## src/rtl/core/pfem_pkg.sv

```systemverilog
`timescale 1ns / 1ps

package pfem_pkg;

	localparam int CFG_IDX_W  = 2;
	localparam int CFG_DATA_W = 31;

	localparam logic [14:0] CUR_LIMIT_RST  = 15'd20000;
	localparam logic [30:0] CUR_TLIMIT_RST = 31'd100000;
	localparam logic [15:0] VOL_LIMIT_RST  = 16'd0;
	localparam logic [30:0] VOL_TLIMIT_RST = 31'd100000;
	localparam logic [30:0] ACC_MAX        = 31'h7FFF_FFFF;

	typedef enum logic [CFG_IDX_W-1:0] {
		REG_CUR_LIMIT  = 2'd0,
		REG_CUR_TLIMIT = 2'd1,
		REG_VOL_LIMIT  = 2'd2,
		REG_VOL_TLIMIT = 2'd3
	} cfg_idx_t;

	typedef enum logic [1:0] {
		ALU_SAT64,
		ALU_CLAMP31,
		ALU_SUB
	} alu_op_t;

	typedef struct packed {
		alu_op_t     op;
		logic [63:0] a;
		logic [63:0] b;
	} alu_req_t;

	typedef struct packed {
		logic [63:0] res;
		logic        gt;
	} alu_rsp_t;

endpackage

```

## src/rtl/core/pfem_mul.sv

```systemverilog
`timescale 1ns / 1ps

module pfem_mul
	import pfem_pkg::*;
(
	input  logic               clk,
	input  logic               en,
	input  logic [31:0]        a,
	input  logic signed [16:0] b,
	output logic [47:0]        p
);

	logic signed [49:0] full;
	logic [47:0]        p_q;

	assign full = $signed({1'b0, a}) * b;

	always_ff @(posedge clk) begin
		if (en) begin
			p_q <= full[47:0];
		end
	end

	assign p = p_q;

endmodule

```

## src/rtl/core/pfem_alu.sv

```systemverilog
`timescale 1ns / 1ps

module pfem_alu
	import pfem_pkg::*;
(
	input  alu_req_t req,
	output alu_rsp_t rsp
);

	logic [64:0] a_x;
	logic [64:0] b_x;
	logic [64:0] sum;
	logic        sub;

	always_comb begin
		sub = (req.op == ALU_SUB);
		a_x = {req.a[63], req.a};
		b_x = {req.b[63], req.b};
		if (sub) begin
			b_x = ~b_x;
		end
		sum = a_x + b_x + {64'd0, sub};

		unique case (req.op)
			ALU_SAT64: begin
				// overflow when the two top bits of the exact sum disagree
				if (sum[64] != sum[63]) begin
					rsp.res = sum[64] ? {1'b1, 63'd0} : {1'b0, {63{1'b1}}};
				end else begin
					rsp.res = sum[63:0];
				end
			end
			ALU_CLAMP31: begin
				if (sum[64]) begin
					rsp.res = 64'd0;
				end else if (|sum[63:31]) begin
					rsp.res = {33'd0, ACC_MAX};
				end else begin
					rsp.res = {33'd0, sum[30:0]};
				end
			end
			ALU_SUB: begin
				rsp.res = sum[63:0];
			end
			default: begin
				rsp.res = sum[63:0];
			end
		endcase
		rsp.gt = !sum[64] && (|sum[63:0]);
	end

endmodule

```

## src/rtl/core/power_fault_energy_monitor_top.sv

```systemverilog
`timescale 1ns / 1ps
// in_stall holds off new samples until the DONE state loads the result word.
// The shared 65-bit adder makes five passes (two accumulator updates, two limit
// compares, one energy add).
// Reset (arst_n low, asynchronous): accumulators, energy sum and sample counter
// clear, limit registers return to their defaults, no word is pending.

module power_fault_energy_monitor_top
	import pfem_pkg::*;
(
	input  logic                  clk,
	input  logic                  arst_n,
	input  logic                  in_valid,
	output logic                  in_stall,
	input  logic [15:0]           elapsed_us,
	input  logic [15:0]           bus_reading,
	input  logic signed [15:0]    shunt_reading,
	output logic                  out_valid,
	input  logic                  out_stall,
	output logic                  over_current,
	output logic                  under_voltage,
	output logic signed [15:0]    shunt_value,
	output logic signed [63:0]    energy_total,
	output logic [7:0]            sample_count,
	input  logic                  cfg_wr_en,
	input  logic [CFG_IDX_W-1:0]  cfg_index,
	input  logic [CFG_DATA_W-1:0] cfg_data
);

	typedef enum logic [2:0] {
		ST_IDLE,
		ST_CUR,
		ST_CUR_CMP,
		ST_VOL,
		ST_VOL_CMP,
		ST_ENERGY,
		ST_DONE
	} state_t;

	state_t      state_q;

	logic [14:0] cur_limit_q;
	logic [30:0] cur_tlimit_q;
	logic [15:0] vol_limit_q;
	logic [30:0] vol_tlimit_q;

	logic [15:0] dt_q;
	logic [15:0] vbus_q;
	logic [15:0] shunt_q;
	logic        oc_grow_q;
	logic        uv_grow_q;

	logic [30:0] cur_time_q;
	logic [30:0] vol_time_q;
	logic [63:0] energy_q;
	logic [7:0]  cnt_q;
	logic        oc_q;
	logic        uv_q;

	logic        out_valid_q;
	logic        over_current_q;
	logic        under_voltage_q;
	logic [15:0] shunt_value_q;
	logic [63:0] energy_total_q;
	logic [7:0]  sample_count_q;

	logic        in_acc;
	logic [15:0] neg_shunt;
	logic [16:0] neg_ext;
	logic [16:0] shunt_mag;
	logic [63:0] dt_ext;
	logic [63:0] dt_neg;

	alu_req_t    alu_req;
	alu_rsp_t    alu_rsp;

	logic        mul_en;
	logic [31:0] mul_a;
	logic [16:0] mul_b;
	logic [47:0] mul_p;

	assign in_stall = (state_q != ST_IDLE);
	assign in_acc   = in_valid && !in_stall;

	// 16-bit wrap: the most negative reading stays most negative
	assign neg_shunt = 16'd0 - shunt_reading;
	assign neg_ext   = {neg_shunt[15], neg_shunt};
	assign shunt_mag = neg_shunt[15] ? (~neg_ext + 17'd1) : neg_ext;

	assign dt_ext = {48'd0, dt_q};
	assign dt_neg = ~dt_ext + 64'd1;

	always_comb begin
		alu_req.op = ALU_SAT64;
		alu_req.a  = 64'd0;
		alu_req.b  = 64'd0;
		unique case (state_q)
			ST_CUR: begin
				alu_req.op = ALU_CLAMP31;
				alu_req.a  = {33'd0, cur_time_q};
				alu_req.b  = oc_grow_q ? dt_ext : dt_neg;
			end
			ST_CUR_CMP: begin
				alu_req.op = ALU_SUB;
				alu_req.a  = {33'd0, cur_time_q};
				alu_req.b  = {33'd0, cur_tlimit_q};
			end
			ST_VOL: begin
				alu_req.op = ALU_CLAMP31;
				alu_req.a  = {33'd0, vol_time_q};
				alu_req.b  = uv_grow_q ? dt_ext : dt_neg;
			end
			ST_VOL_CMP: begin
				alu_req.op = ALU_SUB;
				alu_req.a  = {33'd0, vol_time_q};
				alu_req.b  = {33'd0, vol_tlimit_q};
			end
			ST_ENERGY: begin
				alu_req.op = ALU_SAT64;
				alu_req.a  = energy_q;
				alu_req.b  = {{16{mul_p[47]}}, mul_p};
			end
			ST_IDLE, ST_DONE: begin
				alu_req.op = ALU_SAT64;
			end
			default: begin
				alu_req.op = ALU_SAT64;
			end
		endcase
	end

	pfem_alu u_alu (
		.req (alu_req),
		.rsp (alu_rsp)
	);

	// first pass dt * vbus, second pass that product * shunt
	assign mul_en = (state_q == ST_CUR) || (state_q == ST_CUR_CMP);
	assign mul_a  = (state_q == ST_CUR) ? {16'd0, dt_q} : mul_p[31:0];
	assign mul_b  = (state_q == ST_CUR) ? {1'b0, vbus_q} : {shunt_q[15], shunt_q};

	pfem_mul u_mul (
		.clk (clk),
		.en  (mul_en),
		.a   (mul_a),
		.b   (mul_b),
		.p   (mul_p)
	);

	always_ff @(posedge clk or negedge arst_n) begin
		if (!arst_n) begin
			state_q         <= ST_IDLE;
			cur_limit_q     <= CUR_LIMIT_RST;
			cur_tlimit_q    <= CUR_TLIMIT_RST;
			vol_limit_q     <= VOL_LIMIT_RST;
			vol_tlimit_q    <= VOL_TLIMIT_RST;
			dt_q            <= 16'd0;
			vbus_q          <= 16'd0;
			shunt_q         <= 16'd0;
			oc_grow_q       <= 1'b0;
			uv_grow_q       <= 1'b0;
			cur_time_q      <= 31'd0;
			vol_time_q      <= 31'd0;
			energy_q        <= 64'd0;
			cnt_q           <= 8'd0;
			oc_q            <= 1'b0;
			uv_q            <= 1'b0;
			out_valid_q     <= 1'b0;
			over_current_q  <= 1'b0;
			under_voltage_q <= 1'b0;
			shunt_value_q   <= 16'd0;
			energy_total_q  <= 64'd0;
			sample_count_q  <= 8'd0;
		end else begin
			if (cfg_wr_en) begin
				unique case (cfg_idx_t'(cfg_index))
					REG_CUR_LIMIT:  cur_limit_q  <= cfg_data[14:0];
					REG_CUR_TLIMIT: cur_tlimit_q <= cfg_data[30:0];
					REG_VOL_LIMIT:  vol_limit_q  <= cfg_data[15:0];
					REG_VOL_TLIMIT: vol_tlimit_q <= cfg_data[30:0];
				endcase
			end

			// the done state reloads the output register itself
			if (out_valid_q && !out_stall && state_q != ST_DONE) begin
				out_valid_q <= 1'b0;
			end

			unique case (state_q)
				ST_IDLE: begin
					if (in_acc) begin
						dt_q      <= elapsed_us;
						vbus_q    <= bus_reading;
						shunt_q   <= neg_shunt;
						oc_grow_q <= shunt_mag > {2'b00, cur_limit_q};
						uv_grow_q <= bus_reading < vol_limit_q;
						cnt_q     <= cnt_q + 8'd1;
						state_q   <= ST_CUR;
					end
				end
				ST_CUR: begin
					cur_time_q <= alu_rsp.res[30:0];
					state_q    <= ST_CUR_CMP;
				end
				ST_CUR_CMP: begin
					oc_q    <= alu_rsp.gt;
					state_q <= ST_VOL;
				end
				ST_VOL: begin
					vol_time_q <= alu_rsp.res[30:0];
					state_q    <= ST_VOL_CMP;
				end
				ST_VOL_CMP: begin
					uv_q    <= alu_rsp.gt;
					state_q <= ST_ENERGY;
				end
				ST_ENERGY: begin
					energy_q <= alu_rsp.res;
					state_q  <= ST_DONE;
				end
				ST_DONE: begin
					// hold until the output register is free
					if (!out_valid_q || !out_stall) begin
						out_valid_q     <= 1'b1;
						over_current_q  <= oc_q;
						under_voltage_q <= uv_q;
						shunt_value_q   <= shunt_q;
						energy_total_q  <= energy_q;
						sample_count_q  <= cnt_q;
						state_q         <= ST_IDLE;
					end
				end
				default: begin
					state_q <= ST_IDLE;
				end
			endcase
		end
	end

	assign out_valid     = out_valid_q;
	assign over_current  = over_current_q;
	assign under_voltage = under_voltage_q;
	assign shunt_value   = shunt_value_q;
	assign energy_total  = energy_total_q;
	assign sample_count  = sample_count_q;

endmodule

```

## config.mk

```make
export PLATFORM = sky130hd
export DESIGN_NAME = power_fault_energy_monitor_top
export DESIGN_NICKNAME = d
export VERILOG_FILES = /design/src/rtl/core/pfem_pkg.sv /design/src/rtl/core/pfem_mul.sv /design/src/rtl/core/pfem_alu.sv /design/src/rtl/core/power_fault_energy_monitor_top.sv
export SDC_FILE = /design/constraint.sdc
export NUM_CORES = 2
export LEC_CHECK = 0
export BUFFER_PORTS_ARGS = -buffer_cell sky130_fd_sc_hd__buf_2
export CAP_MARGIN = 15
export CORE_MARGIN = 10
export CORE_UTILIZATION = 69
export CTS_CLUSTER_DIAMETER = 80
export DETAILED_ROUTE_END_ITERATION = 8
export HOLD_SLACK_MARGIN = 0.08
export PLACE_DENSITY_LB_ADDON = 0.08
export SLEW_MARGIN = 20
export SYNTH_ARGS = -nofsm -noshare
export SYNTH_HDL_FRONTEND = slang
export SYNTH_SLANG_ARGS = --single-unit
```

## constraint.sdc

```tcl
create_clock -name clk -period 23.6 [get_ports clk]
set_clock_uncertainty 0.05 [all_clocks]
set_input_delay 0 -clock clk [delete_from_list [all_inputs] [get_ports clk]]
set_output_delay 0 -clock clk [all_outputs]
set_load 0.03 [all_outputs]
```

# == Word-level counts from Yosys, hierarchy flattened ==
# Cells that the tools add are included.
# Widths: inputs -> output; s select.
# classes
addsub,6
mul,1
order_cmp,2
eq_ne,15
n_mux,19
bitwise_logic,3
n_reduce_logical,25
# op_table
operator,n
$pmux 128 s5,1
$mux 64,5
$pmux 64 s2,1
$add 65x1->65,1
$add 65x65->65,1
$mux 65,1
$not 65->65,1
$add 64x1->64 const B,1
$not 16->64,1
$reduce_or 64->1,1
$mul 33x17->48,1
$mux 17,2
$reduce_or 33->1,1
$mux 32,1
$mux 31,1
$pmux 3 s7,1
$add 17x1->17 const B,1
$gt 17x15->1,1
$not 17->17,1
$lt 16x16->1,1
$sub 1x16->16 const A,1
$reduce_and 2->1,7
$eq 3x3->1 const B,3
$add 8x1->8 const B,1
other kinds (17),34
# totals
regBits,421
input_bits,86
output_inout_bits,92
elab_cells,94

# == Depth between registers and ports, before layout ==
# logic_depth
word_depth,12
mapped_depth,38
ltp_nobuf,33

# == Hierarchy ==
# A second synthesis with hierarchy kept.
# unflattened
hier_cells,4950
hier_area_um2,44392.6
# modules_own_cells
mod,instances,cells_each,area_per_inst_um2
power_fault_energy_monitor_top,1,1938,19224.7
pfem_mul,1,2067,19100.8
pfem_alu,1,945,6067.1

# == Least setup slack after synthesis ==
# Ideal clock, no wire load.
# synth_timing
path_type,register to register
from,register state_q[0]
to,register u_mul.p_q[46] (netlist: u_mul.p[46]) (data pin)
arrival_time_ns,8.497
t_required_ns,23.288
slack_ns,14.791
stages_incl_launch_ff,39
path_buffers,7
period_less_slack_ns,8.809
cell_sequence,dfrtp_1 buf_6 nor2b_1 buf_4 nand2_1 clkbuf_1 clkbuf_1 clkbuf_1 nand2_1 nand2_1 clkbuf_1 nand2_1 fa_1 inv_1 fa_1 inv_1 fa_1 inv_1 [... 3 more ...] fa_1 inv_1 ha_1 clkbuf_1 a21oi_1 nor2_1 a2111oi_0 o31ai_1 a21oi_1 a31oi_1 or4_1 o21ai_1 o22ai_1 o41ai_1 o21bai_1 a21oi_1 o21ai_1 xor2_1
# synth_between
elab_chain_len,3
elab_cells_between_ends,4
classes_between,1 x mul; 1 x eq/ne; 2 x mux
# synth_lines
element,line,text
start: declaration,power_fault_energy_monitor_top.sv:40,state_t state_q;
start signal: assignment,power_fault_energy_monitor_top.sv:152,state_q <= ST_IDLE;
start signal: assignment,power_fault_energy_monitor_top.sv:198,state_q <= ST_CUR;
start signal: assignment,power_fault_energy_monitor_top.sv:203,state_q <= ST_CUR_CMP;
$eq 3x1->1 *,"power_fault_energy_monitor_top.sv:139, power_fault_energy_monitor_top.sv:140",
$mux 32 or $mux 17 (tied branches),"power_fault_energy_monitor_top.sv:139, power_fault_energy_monitor_top.sv:140",
$mul 33x17->48 *,pfem_mul.sv:16,"assign full = $signed({1'b0, a}) * b;"
net u_mul.full[46],pfem_mul.sv:13,logic signed [49:0] full;
end signal: assignment,pfem_mul.sv:20,p_q <= full[47:0];
end: declaration,pfem_mul.sv:14,logic [47:0] p_q;
# The timed path passes the listed nets; every way through them passes the cells marked *.
# A chain may end at the register's enable or synchronous reset.

# == Worst setup path after layout ==
# Ends and elaborated chain as after synthesis.

==> impl_results.md <==
* Status: completed
* Min-Delay Path Depth at 4
* Final Hold Fails at 0
* Reg2reg end: u_mul.p[46]
* CP max stage cell: buf_4
* DRT antenna net count at 0
* Crit path largest cell delay at approximately 0.75 ns
* Pre-Repair DR Iteration Count at 9
* MaxCap Viol Count at 0
* H-tree levels at 2
* CTS buffer count at 45
* Rel. slew slack at 0.171
* Synthesized area at ~43000 µm²
* Row count at 91
* Slew Viols, Final at 0
* Yosys synthesis warning count at 0
* Core area at slightly above 60000 µm²
* CTS tree: done
* Die Span X at 269 µm
* Worst Tran Pin Value at ~1.2 ns
* Routability cong. at 1.01
* Seq cells post-synth at 421
* DR WL/cell at 23.9 µm
* Die area at 72600 µm²
* Via count at about 37000
* Worst flop-to-flop path startpoint: state_q[0]
* Min cycle time layout at 11.16 ns
* Min-delay src: elapsed_us[1]
* Tcrit/Tclk final at 0.473
* Initial DRC count at 4307
* R2R Setup Slk at 12.44 ns
* Crit-path most repeated cell: fa_1
* Total global routing overflow at 0
* GRT Total Usage at 0.383
* Vias in the first global route at 37400
* Clk sinks at 421
* HP Class: in2reg
* DRC viols at 0
* Share of layout cells above drive strength 1 at 0.112
* Fmax at 89.6 MHz
* Buf/Inv on CP at 5
* Largest area contributor in the netlist: fa_1
* Synth cell types at 95
* Post-CTS setup repair buffer count at 0
* Crit path max-delay family: adder cells
* PortBufs at about 180
* Dominant synthesized flop cell: dfrtp_1
* Die Span Y at 269 µm
* CTS root buffer: clkbuf_16
* Skew-Pair Late Insertion Delay at approximately 0.63 ns
* Cts repair resizes at 0
* Setup_tns at 0 ns
* Largest net degree at the start of global routing at 99
* Critical Path Source Type: flip-flop
* Asr flop ratio synth at 0.886
* Hold EP: dt_q[1]
* Post-synth EDFFs at 48
* Seq/Total Area, Yosys at 0.251
* Clock Path Buffers at 3
* Initial core utilization at 0.696
* # IOs at 178
* Critical Path RT at 23.91 ns
* Crit. End Element: flip-flop
* RSZ-0062 raised after global routing: false
* Setup Viol. Count Final at 0
* Syn nets at 5657
* Reg clk slew, reported paths at roughly 0.07 ns
* Synth top area share at 0.210
* Layout Area Growth over Synthesis at 9.96%
* First-pass GRT wire length at between 200000 and 250000 µm
* Antenna violations before repair at 9
* Vias per inst at between 6 and 7
* HPWL after DPL at 104000 µm
* CP max FO at 98
* Synth area leaders: fa_1 21%, dfrtp_1 21%, ha_1 7.2%
* WS Path Type: reg2reg
* Worst EP arrival at 11.47 ns
* Fin nets at about 5800
* Worst Reg-to-Reg Cells at 31
* Cells after Synth at a little under 5000
* Wirelength, routed at 141000 µm
* Mapped Avg Cell Area at 8.81 µm²
-- per-stage QoR --
step	hold slack (ns)	instances	utilization	area, µm²	setup WS [ns]
2_1_floorplan	-0.346	4875	-	42900	14.79
3_3_place_gp	0.0782	5652	0.717	44300	12.85
3_5_place_dp	0.0757	5652	0.717	44300	12.69
4_1_cts	0.0872	5866	0.764	47100	12.67
5_1_grt	0.109	5873	0.765	47200	11.85
6_report	0.0751	5875	0.765	47200	12.44
-- worst register-to-register path: cells and delay by family (launching register included) --
family                   cells  cell delay [ns]
adder cells (fa/ha/maj)      7             3.51
buffers and inverters        5             1.61
AO/OA/AOI/OAI               12             2.95
flip-flops                   1             0.59
AND/OR/NAND/NOR              6             2.04
XOR/XNOR                     1             0.15
-- sequential cells by signal, indices dropped and copies added (netlist names) --
| name | count |
|---|---|
| shunt_q | 16 |
| dt_q | 16 |
| uv_grow_q | 1 |
| cnt_q | 8 |
| out_valid | 1 |
| vol_time_q | 31 |
| oc_grow_q | 1 |
| vbus_q | 16 |
| vol_limit_q | 16 |
| shunt_value | 16 |
| uv_q | 1 |
| cur_time_q | 31 |
| vol_tlimit_q | 31 |
| cur_limit_q | 15 |
| sample_count | 8 |
| oc_q | 1 |
| over_current | 1 |
| energy_q | 64 |
| state_q | 3 |
| u_mul.p | 48 |
| energy_total | 64 |
| cur_tlimit_q | 31 |
| under_voltage | 1 |
-- cell usage in the layout, fill, tap and decap left out, drive strengths merged, types with 10 or more instances in the layout --
| master | netlist | routed |
|---|---|---|
| or3 | 17 | 17 |
| o211ai | 11 | 11 |
| o21bai | 18 | 18 |
| buf | 50 | 235 |
| mux2i | 110 | 110 |
| edfxtp | 48 | 48 |
| mux2 | 178 | 178 |
| nor4 | 13 | 13 |
| and2 | 27 | 27 |
| clkinv | 0 | 14 |
| o31ai | 10 | 10 |
| nor2 | 374 | 374 |
| a31oi | 20 | 20 |
| dfstp | 17 | 17 |
| nand2 | 800 | 800 |
| and3 | 127 | 127 |
| o221ai | 11 | 11 |
| xor2 | 60 | 60 |
| ha | 246 | 246 |
| xnor2 | 131 | 131 |
| o22a | 31 | 31 |
| a21oi | 270 | 270 |
| a21o | 55 | 55 |
| o21ai | 280 | 280 |
| dlygate4sd3 | 0 | 129 |
| nand3 | 27 | 27 |
| clkbuf | 242 | 56 |
| a211oi | 14 | 14 |
| nand2b | 34 | 34 |
| nor2b | 19 | 19 |
| nor3 | 37 | 37 |
| dfrtp | 356 | 356 |
| nand4 | 45 | 45 |
| fa | 450 | 450 |
| o21a | 22 | 22 |
| inv | 611 | 615 |
-- what timing repair did --
action,4_1_cts,5_1_grt
hold endpoints to repair,256,0
setup endpoints to repair,0,0
hold buffers,130,0
-- metal layers --
layer / GRT usage / part of all wire / wire, µm / vias to the layer above
met4: 0.185 / 0.058 / 8120 / 4
met5: 0 / 0.00021 / 30 / -
met3: 0.0972 / 0.12 / 16300 / 499
met2: 0.609 / 0.45 / 63500 / 2351
met1: 0.486 / 0.37 / 52600 / 18100
li1: - / - / - / 16200
-- cell type report --
type / count / area, µm²
Tap cell: 837 / 1050
Sequential cell: 421 / 10800
Fill cell: 4331 / 14500
Multi-Input combinational cell: 3551 / 28800
Antenna cell: 7 / 17.5
Clock buffer: 56 / 1220
Timing Repair Buffer: 364 / 2670
Inverter: 611 / 2290
Clock inverter: 28 / 350
-- cell usage after synthesis (17+ instances only) --
cell type / number
nand2_1: 800
o21ai_0: 254
nand4_1: 45
o21ai_1: 20
a21o_1: 55
nor3_1: 36
edfxtp_1: 48
a31oi_1: 20
nand3_1: 27
or3_1: 17
and3_1: 127
and2_1: 25
clkbuf_1: 241
mux2_2: 177
fa_1: 450
dfstp_2: 17
o21bai_1: 18
dfrtp_1: 356
inv_1: 610
nor2b_1: 19
o21a_1: 21
mux2i_1: 110
xnor2_1: 131
a21oi_1: 267
buf_1: 34
xor2_1: 60
nor2_1: 369
ha_1: 246
nand2b_1: 34
o22a_1: 31
-- worst max path at each step --
stage	start	endpoint	slack, ns	depth (start not counted)
floorplan	state_q[0]	u_mul.p[46]	14.79	38
global route	state_q[0]	u_mul.p[46]	11.85	31
global placement	state_q[0]	u_mul.p[46]	12.85	31
finish	state_q[0]	u_mul.p[46]	12.44	31
detailed placement	state_q[0]	u_mul.p[46]	12.69	31
CTS	state_q[0]	u_mul.p[46]	12.67	31
-- cells by family after synthesis --
logic type	after synthesis	share of synthesized area
fa+ha+maj	699	0.282
flops	421	0.251
compound gates	817	0.116
xor+xnor	191	0.0390
mux	288	0.0724
buf+inv	903	0.0799
simple gates	1556	0.159
Power is left out: the tool's default activity adds up to more than one toggle a clock period on the data nets, which glitch-free logic cannot reach.
